$ cat config.mk
export PLATFORM = sky130hd
export DESIGN_NAME = beat_rate_block_averager_top
export DESIGN_NICKNAME = d
export VERILOG_FILES = /design/src/design/brba_pkg.sv /design/src/design/brba_div.sv /design/src/design/beat_rate_block_averager_top.sv
export SDC_FILE = /design/constraint.sdc
export NUM_CORES = 1
export LEC_CHECK = 0
export ABC_AREA = 1
export BUFFER_PORTS_ARGS = -buffer_cell sky130_fd_sc_hd__buf_4
export CAP_MARGIN = 30
export CELL_PAD_IN_SITES_DETAIL_PLACEMENT = 0
export CELL_PAD_IN_SITES_GLOBAL_PLACEMENT = 1
export CORE_MARGIN = 2
export CORE_UTILIZATION = 50
export DETAILED_ROUTE_END_ITERATION = 6
export GPL_TIMING_DRIVEN = 1
export PLACE_DENSITY = 0.85
export SYNTH_ARGS = -nofsm -noshare
export SYNTH_HDL_FRONTEND = slang
export SYNTH_HIERARCHICAL = 1
export SYNTH_SLANG_ARGS = --single-unit
$ cat constraint.sdc
create_clock -name aclk -period 13.2 [get_ports aclk]
set_input_delay 1.32 -clock aclk [delete_from_list [all_inputs] [get_ports aclk]]
set_output_delay 1.32 -clock aclk [all_outputs]
set_load 0.03 [all_outputs]
$ cat src/design/brba_pkg.sv
`timescale 1ns / 1ps

package brba_pkg;

    localparam int unsigned MS_W       = 16;
    localparam int unsigned RATE_W     = 16;
    localparam int unsigned INTERVAL_W = 24;
    localparam int unsigned SUM_W      = 24;
    localparam int unsigned DIV_W      = 24;
    localparam int unsigned CFG_IDX_W  = 8;
    localparam int unsigned CFG_DATA_W = 16;

    localparam int unsigned AVG_COUNT_DEF = 8;

    // 60000 * 256, rate numerator for 8.8 bpm
    localparam logic [DIV_W-1:0]      RATE_NUMER   = 24'd15360000;
    localparam logic [INTERVAL_W-1:0] INTERVAL_MAX = 24'hFFFFFF;

    localparam logic [RATE_W-1:0] RATE_MIN_RST   = 16'd10240;
    localparam logic [RATE_W-1:0] RATE_MAX_RST   = 16'd51200;
    localparam logic [RATE_W-1:0] RATE_OFFSET_RST = 16'd0;
    localparam logic [RATE_W-1:0] JUMP_LIMIT_RST = 16'd12800;

    typedef enum logic [CFG_IDX_W-1:0] {
        REG_RATE_MIN    = 8'd0,
        REG_RATE_MAX    = 8'd1,
        REG_RATE_OFFSET = 8'd2,
        REG_JUMP_LIMIT  = 8'd3
    } cfg_reg_t;

    typedef struct packed {
        logic [MS_W-1:0] elapsed_ms;
        logic            beat_seen;
    } in_beat_t;

    typedef struct packed {
        logic [RATE_W-1:0] mean_rate;
        logic              mean_updated;
        logic              value_accepted;
    } out_beat_t;

    typedef struct packed {
        logic busy;
        logic done;
    } div_stat_t;

endpackage

$ cat src/design/brba_div.sv
`timescale 1ns / 1ps

module brba_div #(
    parameter int unsigned W = brba_pkg::DIV_W
) (
    input  logic                aclk,
    input  logic                aresetn,
    input  logic                start,
    input  logic [W-1:0]        dividend,
    input  logic [W-1:0]        divisor,
    output logic [W-1:0]        quotient,
    output brba_pkg::div_stat_t stat
);
    import brba_pkg::*;

    localparam int unsigned CNT_W = (W > 1) ? $clog2(W) : 1;

    logic             busy_reg, busy_next;
    logic             done_reg, done_next;
    logic [CNT_W-1:0] cnt_reg, cnt_next;
    logic [W-1:0]     rem_reg, rem_next;
    logic [W-1:0]     quo_reg, quo_next;
    logic [W-1:0]     divisor_reg, divisor_next;

    logic [W:0] trial;
    logic [W:0] diff;
    logic       fits;

    // one restoring step: shift in the next dividend bit, try the subtract
    always_comb begin
        trial = {rem_reg, quo_reg[W-1]};
        diff  = trial - {1'b0, divisor_reg};
        fits  = (trial >= {1'b0, divisor_reg});
    end

    always_comb begin
        busy_next    = busy_reg;
        done_next    = 1'b0;
        cnt_next     = cnt_reg;
        rem_next     = rem_reg;
        quo_next     = quo_reg;
        divisor_next = divisor_reg;
        if (start) begin
            busy_next    = 1'b1;
            cnt_next     = CNT_W'(W - 1);
            rem_next     = '0;
            quo_next     = dividend;
            divisor_next = divisor;
        end else if (busy_reg) begin
            rem_next = fits ? diff[W-1:0] : trial[W-1:0];
            quo_next = {quo_reg[W-2:0], fits};
            if (cnt_reg == '0) begin
                busy_next = 1'b0;
                done_next = 1'b1;
            end else begin
                cnt_next = cnt_reg - 1'b1;
            end
        end
    end

    always_ff @(posedge aclk) begin
        if (!aresetn) begin
            busy_reg <= 1'b0;
            done_reg <= 1'b0;
            cnt_reg  <= '0;
        end else begin
            busy_reg <= busy_next;
            done_reg <= done_next;
            cnt_reg  <= cnt_next;
        end
    end

    always_ff @(posedge aclk) begin
        rem_reg     <= rem_next;
        quo_reg     <= quo_next;
        divisor_reg <= divisor_next;
    end

    assign quotient  = quo_reg;
    assign stat.busy = busy_reg;
    assign stat.done = done_reg;

endmodule

$ cat src/design/beat_rate_block_averager_top.sv
`timescale 1ns / 1ps

// channel   ports                               direction  carries
// s_        s_valid s_ready s_data              in         elapsed_ms, beat_seen
// m_        m_valid m_ready m_data              out        mean_rate, mean_updated,
//                                                          value_accepted
// cfg_      cfg_valid cfg_ready cfg_index cfg_data  in     register writes
//
// a beat without a heartbeat, or with a zero interval, passes from ST_START straight to ST_OUT
// a heartbeat runs the single 24-bit restoring divider, one quotient bit a cycle, for its rate;
// a rejected rate then goes to ST_OUT, a stored one passes ST_VALUE and ST_JUMP, and a published mean reruns it
// s_ready is high only while idle; the result sits in an output register, so
// the next beat is taken while m_ready is held low
// aresetn is synchronous, active low; cfg_ready is always high

module beat_rate_block_averager_top #(
    parameter int unsigned AVG_COUNT = brba_pkg::AVG_COUNT_DEF
) (
    input  logic                              aclk,
    input  logic                              aresetn,
    input  logic                              s_valid,
    output logic                              s_ready,
    input  brba_pkg::in_beat_t                s_data,
    output logic                              m_valid,
    input  logic                              m_ready,
    output brba_pkg::out_beat_t               m_data,
    input  logic                              cfg_valid,
    output logic                              cfg_ready,
    input  logic [brba_pkg::CFG_IDX_W-1:0]    cfg_index,
    input  logic [brba_pkg::CFG_DATA_W-1:0]   cfg_data
);
    import brba_pkg::*;

    localparam int unsigned CNT_W = $clog2(AVG_COUNT + 1);

    typedef enum logic [7:0] {
        ST_IDLE     = 8'b0000_0001,
        ST_START    = 8'b0000_0010,
        ST_RATE_DIV = 8'b0000_0100,
        ST_RANGE    = 8'b0000_1000,
        ST_MEAN_DIV = 8'b0001_0000,
        ST_VALUE    = 8'b0010_0000,
        ST_JUMP     = 8'b0100_0000,
        ST_OUT      = 8'b1000_0000
    } state_t;

    state_t state_reg, state_next;

    logic [RATE_W-1:0]     rate_min_reg, rate_max_reg, rate_offset_reg, jump_limit_reg;
    logic [INTERVAL_W-1:0] interval_reg, interval_next;
    logic                  beat_reg, beat_next;
    logic [SUM_W-1:0]      sum_reg, sum_next;
    logic [CNT_W-1:0]      count_reg, count_next;
    logic [RATE_W-1:0]     mean_reg, mean_next;
    logic [DIV_W-1:0]      rate_reg, rate_next;
    logic [RATE_W-1:0]     val_reg, val_next;
    logic                  upd_reg, upd_next;
    logic                  acc_reg, acc_next;
    logic                  m_valid_reg, m_valid_next;
    out_beat_t             m_data_reg, m_data_next;

    logic             div_start;
    logic [DIV_W-1:0] div_dividend, div_divisor, div_quotient;
    div_stat_t        div_stat;

    logic [INTERVAL_W:0]  interval_sum;
    logic [DIV_W-1:0]     mean_clamp;
    logic signed [17:0]   val_raw, val_clamp;
    logic [RATE_W:0]      jump_diff, jump_abs;

    brba_div #(
        .W (DIV_W)
    ) u_div (
        .aclk     (aclk),
        .aresetn  (aresetn),
        .start    (div_start),
        .dividend (div_dividend),
        .divisor  (div_divisor),
        .quotient (div_quotient),
        .stat     (div_stat)
    );

    assign cfg_ready = 1'b1;

    always_ff @(posedge aclk) begin
        if (!aresetn) begin
            rate_min_reg    <= RATE_MIN_RST;
            rate_max_reg    <= RATE_MAX_RST;
            rate_offset_reg <= RATE_OFFSET_RST;
            jump_limit_reg  <= JUMP_LIMIT_RST;
        end else if (cfg_valid && cfg_ready) begin
            case (cfg_index)
                REG_RATE_MIN:    rate_min_reg    <= cfg_data;
                REG_RATE_MAX:    rate_max_reg    <= cfg_data;
                REG_RATE_OFFSET: rate_offset_reg <= cfg_data;
                REG_JUMP_LIMIT:  jump_limit_reg  <= cfg_data;
                default: ;
            endcase
        end
    end

    // datapath pieces, each used in its own state
    always_comb begin
        interval_sum = {1'b0, interval_reg} + (INTERVAL_W + 1)'(s_data.elapsed_ms);

        mean_clamp = div_quotient;
        if (mean_clamp < DIV_W'(rate_min_reg)) mean_clamp = DIV_W'(rate_min_reg);
        if (mean_clamp > DIV_W'(rate_max_reg)) mean_clamp = DIV_W'(rate_max_reg);

        // rate is below rate_max here, so its low 16 bits are exact
        val_raw   = $signed({2'b00, rate_reg[RATE_W-1:0]})
                  + $signed({{2{rate_offset_reg[RATE_W-1]}}, rate_offset_reg});
        val_clamp = val_raw;
        if (val_clamp < $signed({2'b00, rate_min_reg})) val_clamp = $signed({2'b00, rate_min_reg});
        if (val_clamp > $signed({2'b00, rate_max_reg})) val_clamp = $signed({2'b00, rate_max_reg});

        jump_diff = {1'b0, mean_reg} - {1'b0, val_reg};
        jump_abs  = jump_diff[RATE_W] ? (~jump_diff + 1'b1) : jump_diff;
    end

    always_comb begin
        state_next    = state_reg;
        interval_next = interval_reg;
        beat_next     = beat_reg;
        sum_next      = sum_reg;
        count_next    = count_reg;
        mean_next     = mean_reg;
        rate_next     = rate_reg;
        val_next      = val_reg;
        upd_next      = upd_reg;
        acc_next      = acc_reg;
        m_valid_next  = m_valid_reg;
        m_data_next   = m_data_reg;
        div_start     = 1'b0;
        div_dividend  = RATE_NUMER;
        div_divisor   = interval_reg;
        s_ready       = (state_reg == ST_IDLE);

        if (m_valid_reg && m_ready) m_valid_next = 1'b0;

        case (state_reg)
            ST_IDLE: begin
                if (s_valid) begin
                    interval_next = interval_sum[INTERVAL_W] ? INTERVAL_MAX
                                                             : interval_sum[INTERVAL_W-1:0];
                    beat_next     = s_data.beat_seen;
                    state_next    = ST_START;
                end
            end
            ST_START: begin
                upd_next = 1'b0;
                acc_next = 1'b0;
                if (beat_reg) begin
                    interval_next = '0;
                    if (interval_reg != '0) begin
                        div_start  = 1'b1;
                        state_next = ST_RATE_DIV;
                    end else begin
                        state_next = ST_OUT;
                    end
                end else begin
                    state_next = ST_OUT;
                end
            end
            ST_RATE_DIV: begin
                if (div_stat.done) begin
                    rate_next  = div_quotient;
                    state_next = ST_RANGE;
                end
            end
            ST_RANGE: begin
                if (rate_reg > DIV_W'(rate_min_reg) && rate_reg < DIV_W'(rate_max_reg)) begin
                    acc_next = 1'b1;
                    if (count_reg >= CNT_W'(AVG_COUNT)) begin
                        div_start    = 1'b1;
                        div_dividend = sum_reg;
                        div_divisor  = DIV_W'(AVG_COUNT);
                        state_next   = ST_MEAN_DIV;
                    end else begin
                        state_next = ST_VALUE;
                    end
                end else begin
                    state_next = ST_OUT;
                end
            end
            ST_MEAN_DIV: begin
                if (div_stat.done) begin
                    mean_next  = mean_clamp[RATE_W-1:0];
                    upd_next   = 1'b1;
                    sum_next   = '0;
                    count_next = '0;
                    state_next = ST_VALUE;
                end
            end
            ST_VALUE: begin
                val_next   = val_clamp[RATE_W-1:0];
                state_next = ST_JUMP;
            end
            ST_JUMP: begin
                // a zero mean means none published yet
                if (mean_reg != '0 && jump_abs > {1'b0, jump_limit_reg}) begin
                    sum_next = sum_reg + SUM_W'(mean_reg);
                end else begin
                    sum_next = sum_reg + SUM_W'(val_reg);
                end
                count_next = count_reg + 1'b1;
                state_next = ST_OUT;
            end
            ST_OUT: begin
                if (!m_valid_reg || m_ready) begin
                    m_valid_next               = 1'b1;
                    m_data_next.mean_rate      = mean_reg;
                    m_data_next.mean_updated   = upd_reg;
                    m_data_next.value_accepted = acc_reg;
                    state_next                 = ST_IDLE;
                end
            end
            default: state_next = ST_IDLE;
        endcase
    end

    always_ff @(posedge aclk) begin
        if (!aresetn) begin
            state_reg    <= ST_IDLE;
            interval_reg <= '0;
            sum_reg      <= '0;
            count_reg    <= '0;
            mean_reg     <= '0;
            m_valid_reg  <= 1'b0;
        end else begin
            state_reg    <= state_next;
            interval_reg <= interval_next;
            sum_reg      <= sum_next;
            count_reg    <= count_next;
            mean_reg     <= mean_next;
            m_valid_reg  <= m_valid_next;
        end
    end

    always_ff @(posedge aclk) begin
        beat_reg   <= beat_next;
        rate_reg   <= rate_next;
        val_reg    <= val_next;
        upd_reg    <= upd_next;
        acc_reg    <= acc_next;
        m_data_reg <= m_data_next;
    end

    assign m_valid = m_valid_reg;
    assign m_data  = m_data_reg;

    a_div_start_idle: assert property (@(posedge aclk) disable iff (!aresetn)
        div_start |-> !div_stat.busy)
        else $error("divider restarted while busy");

    a_count_bound: assert property (@(posedge aclk) disable iff (!aresetn)
        count_reg <= CNT_W'(AVG_COUNT))
        else $error("value count beyond block size");

    a_publish_needs_accept: assert property (@(posedge aclk) disable iff (!aresetn)
        (m_valid_reg && m_data_reg.mean_updated) |-> m_data_reg.value_accepted)
        else $error("mean published without an accepted value");

    a_div_done_waited: assert property (@(posedge aclk) disable iff (!aresetn)
        div_stat.done |-> (state_reg == ST_RATE_DIV || state_reg == ST_MEAN_DIV))
        else $error("divider finished with no state waiting on it");

endmodule

==> metrics list, run 1 <==
- The repair_antennas step left the layout with diodes totalling 0.
- Cell mode on critical path: nand2_1
- Headroom to the max-slew limit came out at 31.2%.
- In this run the remaining antenna-violating nets after routing total 0.
- Design Power: 2.70 mW
* Kind of end point of the critical path: flop
- Placement row count: 73
* Area growth from synthesis to final layout: 10.5%
- Hold Fails Final Rpt: 0
* Number of inserted filler cells in the final layout: 3899
* Leakage dissipation: 10.5 nW
- After clock tree synthesis, the setup repair step added 0 buffers.
- Dividing the synthesized area by the synthesized cell count gives 7.09 sq um.
- Setup crit start kind: flop
- Maximum number of pins on one net before global-route repair: 76
- Weighted congestion at the end of routability-driven global placement: 0.937
- CTS H-tree depth: 2
- The critical path is of the flop to flop type.
* Post-layout util: 56.2%
* Via count of the first global-routing pass: 17.7k
* Height of the chip: 206 um
- For this run the aggregate overflow at the end of global routing stands at 0.
- At the pin with the least slew margin, the transition time is 1020 ps.
- Data on the critical path arrives at its endpoint at 7090 ps.
- For this run, the top clock speed supported by timing is 147 MHz.
* Netlist area before placement: 0.0203 sq mm
- Using the TritonRoute via totals, the vias-per-cell ratio works out to 5.52.
* Max-cap check violation count: 0
* Later-pin clock latency in the skew report: 560 ps
* Number of pins exceeding their max-slew limit in the final report: 0
- The die is 206 um wide.
- Net count after synthesis: 3123
- Across the VDD grid, the largest voltage drop is 0.0000977 V.
- Number of standard cells after synthesis: 2865
- The flow ran to the end, and the final reports show no timing, DRC or antenna violations.
- The pre-antenna-repair detailed-routing pass consisted of 7 iterations.
* Quantity of hold-fixing buffers added after cts: 0
* Area of the die: 0.0422 sq mm
* # resized after CTS: 0
* Cell at the slowest stage of the critical path: inv_1
* Required arrival time at the worst endpoint: 13500 ps
* DR iter-0 viols: 1559
- After detailed routing, the total wire length is 63100 um.
- Number of nets in the finished design: 3163
* Unrepaired setup endpoints after global routing: false
- Non-filler cells in the finished layout: 3455
- Class of the tightest hold or removal check: flop to flop
- Combined area of the multi-input logic cells: 0.0116 sq mm
- The HPWL after detailed placement is 48600 um.
- Worst setup slack before clock tree synthesis: 6590 ps
- Count of yosys warnings during synthesis: 6
- Detailed routing inserted a total of 19.1k vias.
- After detailed routing, the number of remaining DRC violations is 0.
- Area of the core region: 0.0399 sq mm
- Counting the buffers created by CTS gives 34.
* CTS tree: done
* Setup violations, final: 0
* Clock slew at the register clock pins of the worst setup and hold paths: 60 ps
- Setup clock skew after layout: 21.8 ps
- Number of buffer cells added on primary ports: 65
- Layout cells sized above 1: 7.61%
- Cell chosen for the clock root: clkbuf_16
* Starting utilization of the core area: 50.9%
- Area used by sequential logic in the layout: 0.00672 sq mm
* Final worst slack: 6410 ps
- The first global-routing pass estimated 98700 um of wire.
- Setup Total Neg Slack: 0 ps
- Crit-path max cell delay: 600 ps
* Top-level port count: 67
- Antenna violations before repair: 0
- Aggregate global-route resource usage: 30.2%
- Crit path time final: 6790 ps
* Total number of clock tree sinks: 281
- Placed insts: 3393
* Maximum clock path buffer count: 3
- Power density relative to cell area: 120 mW/mm^2
- Largest driver fanout on the critical path: 30
- Post-route clock period utilization: 51.4%
- Dividing the detail-routed wire length by the instance count gives 18.3 um.
==> where the power goes <==
group          internal, mW  switching, mW
combinational         0.241          0.455
sequential            0.958         0.0525
clock                 0.597          0.397
==> placed cells by master, fill, tap and decap left out, types with 63 or more instances in the layout <==
master / n
nor2_1: 207
nand2_1: 731
a21oi_1: 242
dfxtp_1: 172
buf_4: 75
nand4_1: 63
edfxtp_1: 109
nand3_1: 160
ha_1: 207
inv_1: 421
o21ai_0: 182
==> final timing paths <==
check | startpoint | cells past startpoint | to | slack, ps
hold / removal | acc_reg | 0 | m_data[0] | 430
setup reg to reg | rate_reg[2] | 36 | val_reg[6] | 6410
hold reg to reg | acc_reg | 0 | m_data[0] | 430
setup / recovery | rate_reg[2] | 36 | val_reg[6] | 6410
==> per-layer routing <==
| metal | up-vias | wire, um | part of all wire [%] | global-route usage [%] |
|---|---|---|---|---|
| met3 | 70 | 4940 | 7.8 | 6.07 |
| met1 | 8852 | 31200 | 49 | 46.2 |
| met2 | 610 | 25700 | 41 | 43.1 |
| met5 | - | 0 | 0 | 0 |
| li1 | 9554 | - | - | - |
| met4 | 0 | 1230 | 2.0 | 7.37 |
==> layout make-up <==
type	count	area share, %
multi-input combinational	2075	51.9
sequential	281	29.9
inverter	433	7.25
clock buffer	42	4.11
tap	525	2.93
timing repair buffer	80	2.81
clock inverter	19	1.09
==> critical path, delay by kind of cell, from the launching register on <==
family | cells | cell delay [ps]
DFF | 1 | 420
and+or+nand+nor | 21 | 2220
AOI/OAI and AO/OA | 10 | 1880
buffers and inverters | 1 | 600
adders and majority gates | 4 | 1370
==> stage by stage <==
step,area (sq um),hold WS (ps)
6_report,22400,429
3_5_place_dp,21300,415
4_1_cts,22400,430
3_3_place_gp,21200,405
2_1_floorplan,20300,400
5_1_grt,22400,437
Power figures use the tool's default switching activity.
==> run 2: changes to the inputs <==
--- a/config.mk
+++ b/config.mk
@@ -11,10 +11,10 @@
 export CELL_PAD_IN_SITES_DETAIL_PLACEMENT = 0
 export CELL_PAD_IN_SITES_GLOBAL_PLACEMENT = 1
 export CORE_MARGIN = 2
-export CORE_UTILIZATION = 50
+export CORE_UTILIZATION = 47
 export DETAILED_ROUTE_END_ITERATION = 6
 export GPL_TIMING_DRIVEN = 1
-export PLACE_DENSITY = 0.85
+export PLACE_DENSITY = 0.81
 export SYNTH_ARGS = -nofsm -noshare
 export SYNTH_HDL_FRONTEND = slang
 export SYNTH_HIERARCHICAL = 1
==> constraint.sdc (replaced) <==
create_clock -name aclk -period 6.4 [get_ports aclk]
set_input_delay 0.64 -clock aclk [delete_from_list [all_inputs] [get_ports aclk]]
set_output_delay 0.64 -clock aclk [all_outputs]
set_load 0.03 [all_outputs]
==> metrics list, run 2 (synthesized netlist as in run 1, its figures left out) <==
- Maximum clock path buffer count: 3 (unchanged)
- Startpoint of the worst register-to-register path: rate_reg[2]
- The flow ran to the end, and the final reports show no timing, DRC or antenna violations.
* Area used by sequential logic in the layout: 0.00672 sq mm (unchanged)
- Highest ir drop seen on vdd: 0.000170 V (+74%)
- Highest Signal Layer: met4
* Combined area of the multi-input logic cells: 0.0117 sq mm (+0.35%)
- The wire length reported by the detailed router came to 62800 um (-0.41%).
- The number of fill cells came to 4192 (+7.5%).
- The internal power component came to 3.75 mW (+110%).
- The tree is rooted in a clkbuf_16.
* Length in cells of the worst reg-to-reg path: 34 (-5.6%)
- CTS H-tree depth: 2 (unchanged)
- The TritonCTS buffer count is 36 (+5.9%).
* Crit-path max cell delay: 520 ps (-80 ps)
- Bufs and invs on worst path: 2 (+1)
- The number of iterations in the first detailed-routing pass is 5 (-2).
- Hold Fails Final Rpt: 0 (unchanged)
- The total length of routed met3 wires was 4510 um (-8.5%).
- The worst hold margin was 284 ps (-145 ps).
- The last weighted congestion value of the routability-driven placer was 0.952 (+1.6%).
- Total number of clock tree sinks: 281 (unchanged)
* Kind of end point of the critical path: flop
- Routed length on met2: 25300 um (-1.6%)
- Worst path top cell family by delay: simple AND/OR/NAND/NOR gates
- The net switching power figure came to 1.88 mW (+110%).
* Worst setup startpoint: rate_reg[2]
* RR Endpoint: val_reg[4]
- The area of all placed cells without fillers was 0.0228 sq mm (+1.9%).
- Class of the tightest hold or removal check: primary input to flop
- Net Sw Frac: 33.3% (-0.17 points)
- The power density over the cells is 246 mW/mm^2 (+100%).
- The row count came to 76 (+4.1%).
* Critical setup path kind: flop to flop
* Worst setup slack for register-to-register paths: 410 ps (-6000 ps)
- The first-pass GRT wire length is 97900 um (-0.80%).
* CTS tree: done
* Signal arrival time at the worst endpoint: 6290 ps (-800 ps)
* Crit path time final: 5990 ps (-801 ps)
* Starting utilization of the core area: 47.3% (-3.5 points)
- The actual slew at the worst max-slew pin was 942 ps (-80.3 ps).
* Wirelength per Cell: 17.7 um (-3.2%)
* DR iter-0 viols: 1685 (+8.1%)
- The clock network fraction of total power is 37.4% (+0.6 points).
- Max-cap check violation count: 0 (unchanged)
* Commonest non-fill, non-tap cells in the layout: nand2_1, inv_1, a21oi_1, ha_1, nor2_1
- The area of the die is 0.0449 sq mm (+6.3%).
* Overflow left after global routing: 0 (unchanged)
* Leakage dissipation: 10.6 nW (+1.7%)
- Via count of the first global-routing pass: 17.5k (-0.78%)
* Setup violations, final: 0 (unchanged)
* Maximum number of pins on one net before global-route repair: 76 (unchanged)
- The die span in y was 212 um (+3.1%).
- Dpl cell area: 0.0215 sq mm (+1.2%)
- The number of remaining DRC errors was 0 (unchanged).
- In this run the worst setup path terminates at val_reg[4].
- FMAX: 167 MHz (+13%)
- Cell at the slowest stage of the critical path: o21ai_0
- Combinational group share of total power: 25.4% (-0.4 points)
- Later-pin clock latency in the skew report: 550 ps (about the same)
* Aggregate global-route resource usage: 28.1% (-2.1 points)
- Routed via count divided by cell count: 5.36 (-2.9%)
- Top-level port count: 67 (unchanged)
* Area growth from synthesis to final layout: 12.5%
* Post-route clock period utilization: 93.5% (+42 points)
- The area inside the core boundary is 0.0429 sq mm (+7.4%).
* Layout cells sized above 1: 8.89% (+1.3 points)
- The final setup skew came to 14.8 ps (-7.00 ps).
- Cell mode on critical path: nand2_1
* M1 WL: 31700 um (+1.5%)
* Number of buffer cells added on primary ports: 65 (unchanged)
* Largest driver fanout on the critical path: 16 (-47%)
* Most common cell after layout, fill and taps aside: nand2_1
- HPWL reported at the end of detailed placement: 48500 um (about the same)
- Part of the total power dissipated in sequential elements: 37.1% (-0.3 points)
- Unrepaired setup endpoints after global routing: true
- Total via count in the routed design: 19.1k (-0.10%)
- Antenna violations before repair: 2 (+2)
- Number of nets in the finished design: 3198 (+1.1%)
- The total count of max-transition violations in the final report was 0 (unchanged).
- The worst setup path is launched from a flop.
- The die span in x is 212 um (+3.1%).
* Logic depth of the worst path, buffers included: 34 (-5.6%)
- Remaining antenna violation count: 0 (unchanged)
* Clock slew at the register clock pins of the worst setup and hold paths: 60 ps (about the same)
* Required arrival time at the worst endpoint: 6700 ps (-6800 ps)
- Rel. slew slack: 37.0% (+5.8 points)
==> run 2: worst min-delay path by stage <==
stage,end,start,slack [ps],cells after the start
6_report,beat_reg,s_data[0],280,1
3_5_place_dp,m_data[0],acc_reg,400,0
2_1_floorplan,m_data[0],acc_reg,400,0
3_3_place_gp,m_data[1],upd_reg,410,0
5_1_grt,beat_reg,s_data[0],260,1
4_1_cts,beat_reg,s_data[0],250,1
==> run 2: area by class of cell <==
class	instances	area share [%]
multi-input combinational	2075	51.1
sequential	281	29.4
inverter	433	7.13
clock buffer	48	4.41
timing repair buffer	110	3.73
tap	585	3.20
clock inverter	18	0.898
timing repair inverter	3	0.0876
antenna	2	0.0219
==> run 2: timing repair <==
action / 4_1_cts / 5_1_grt
gates resized for setup: 0 / 25
setup endpoints to repair: 0 / 30
endpoints found under the hold margin: 0 / 0
hold buffers: 0 / 0
buffers inserted: 0 / 6
==> run 2: through the flow <==
| stage | setup WS (ps) | power, mW | setup TNS (ps) | instances | utilization (%) |
|---|---|---|---|---|---|
| 6_report | 413 | 5.63 | 0 | 3555 | 53.3 |
| 5_1_grt | -89.3 | 5.95 | -120 | 3553 | 53.3 |
| 4_1_cts | 123 | 5.65 | 0 | 3543 | 53.0 |
| 3_5_place_dp | 149 | 3.53 | 0 | 3477 | 50.1 |
| 3_3_place_gp | 271 | 3.51 | 0 | 3475 | 50.1 |
| 2_1_floorplan | 953 | 3.17 | 0 | 2865 | - |
==> run 2: power groups by stage <==
stage / sequential, mW / combinational, mW / clock [mW]
6_report: 2.09 / 1.43 / 2.11
5_1_grt: 2.10 / 1.63 / 2.22
4_1_cts: 2.08 / 1.42 / 2.15
3_5_place_dp: 2.12 / 1.41 / 0
3_3_place_gp: 2.12 / 1.39 / 0
2_1_floorplan: 2.07 / 1.09 / 0
==> run 2: metal layers <==
metal	vias to the layer above	global-route usage, %
li1	9606	-
met5	-	0
met3	88	4.81
met1	8794	43.2
met2	578	40.4
met4	0	7.07
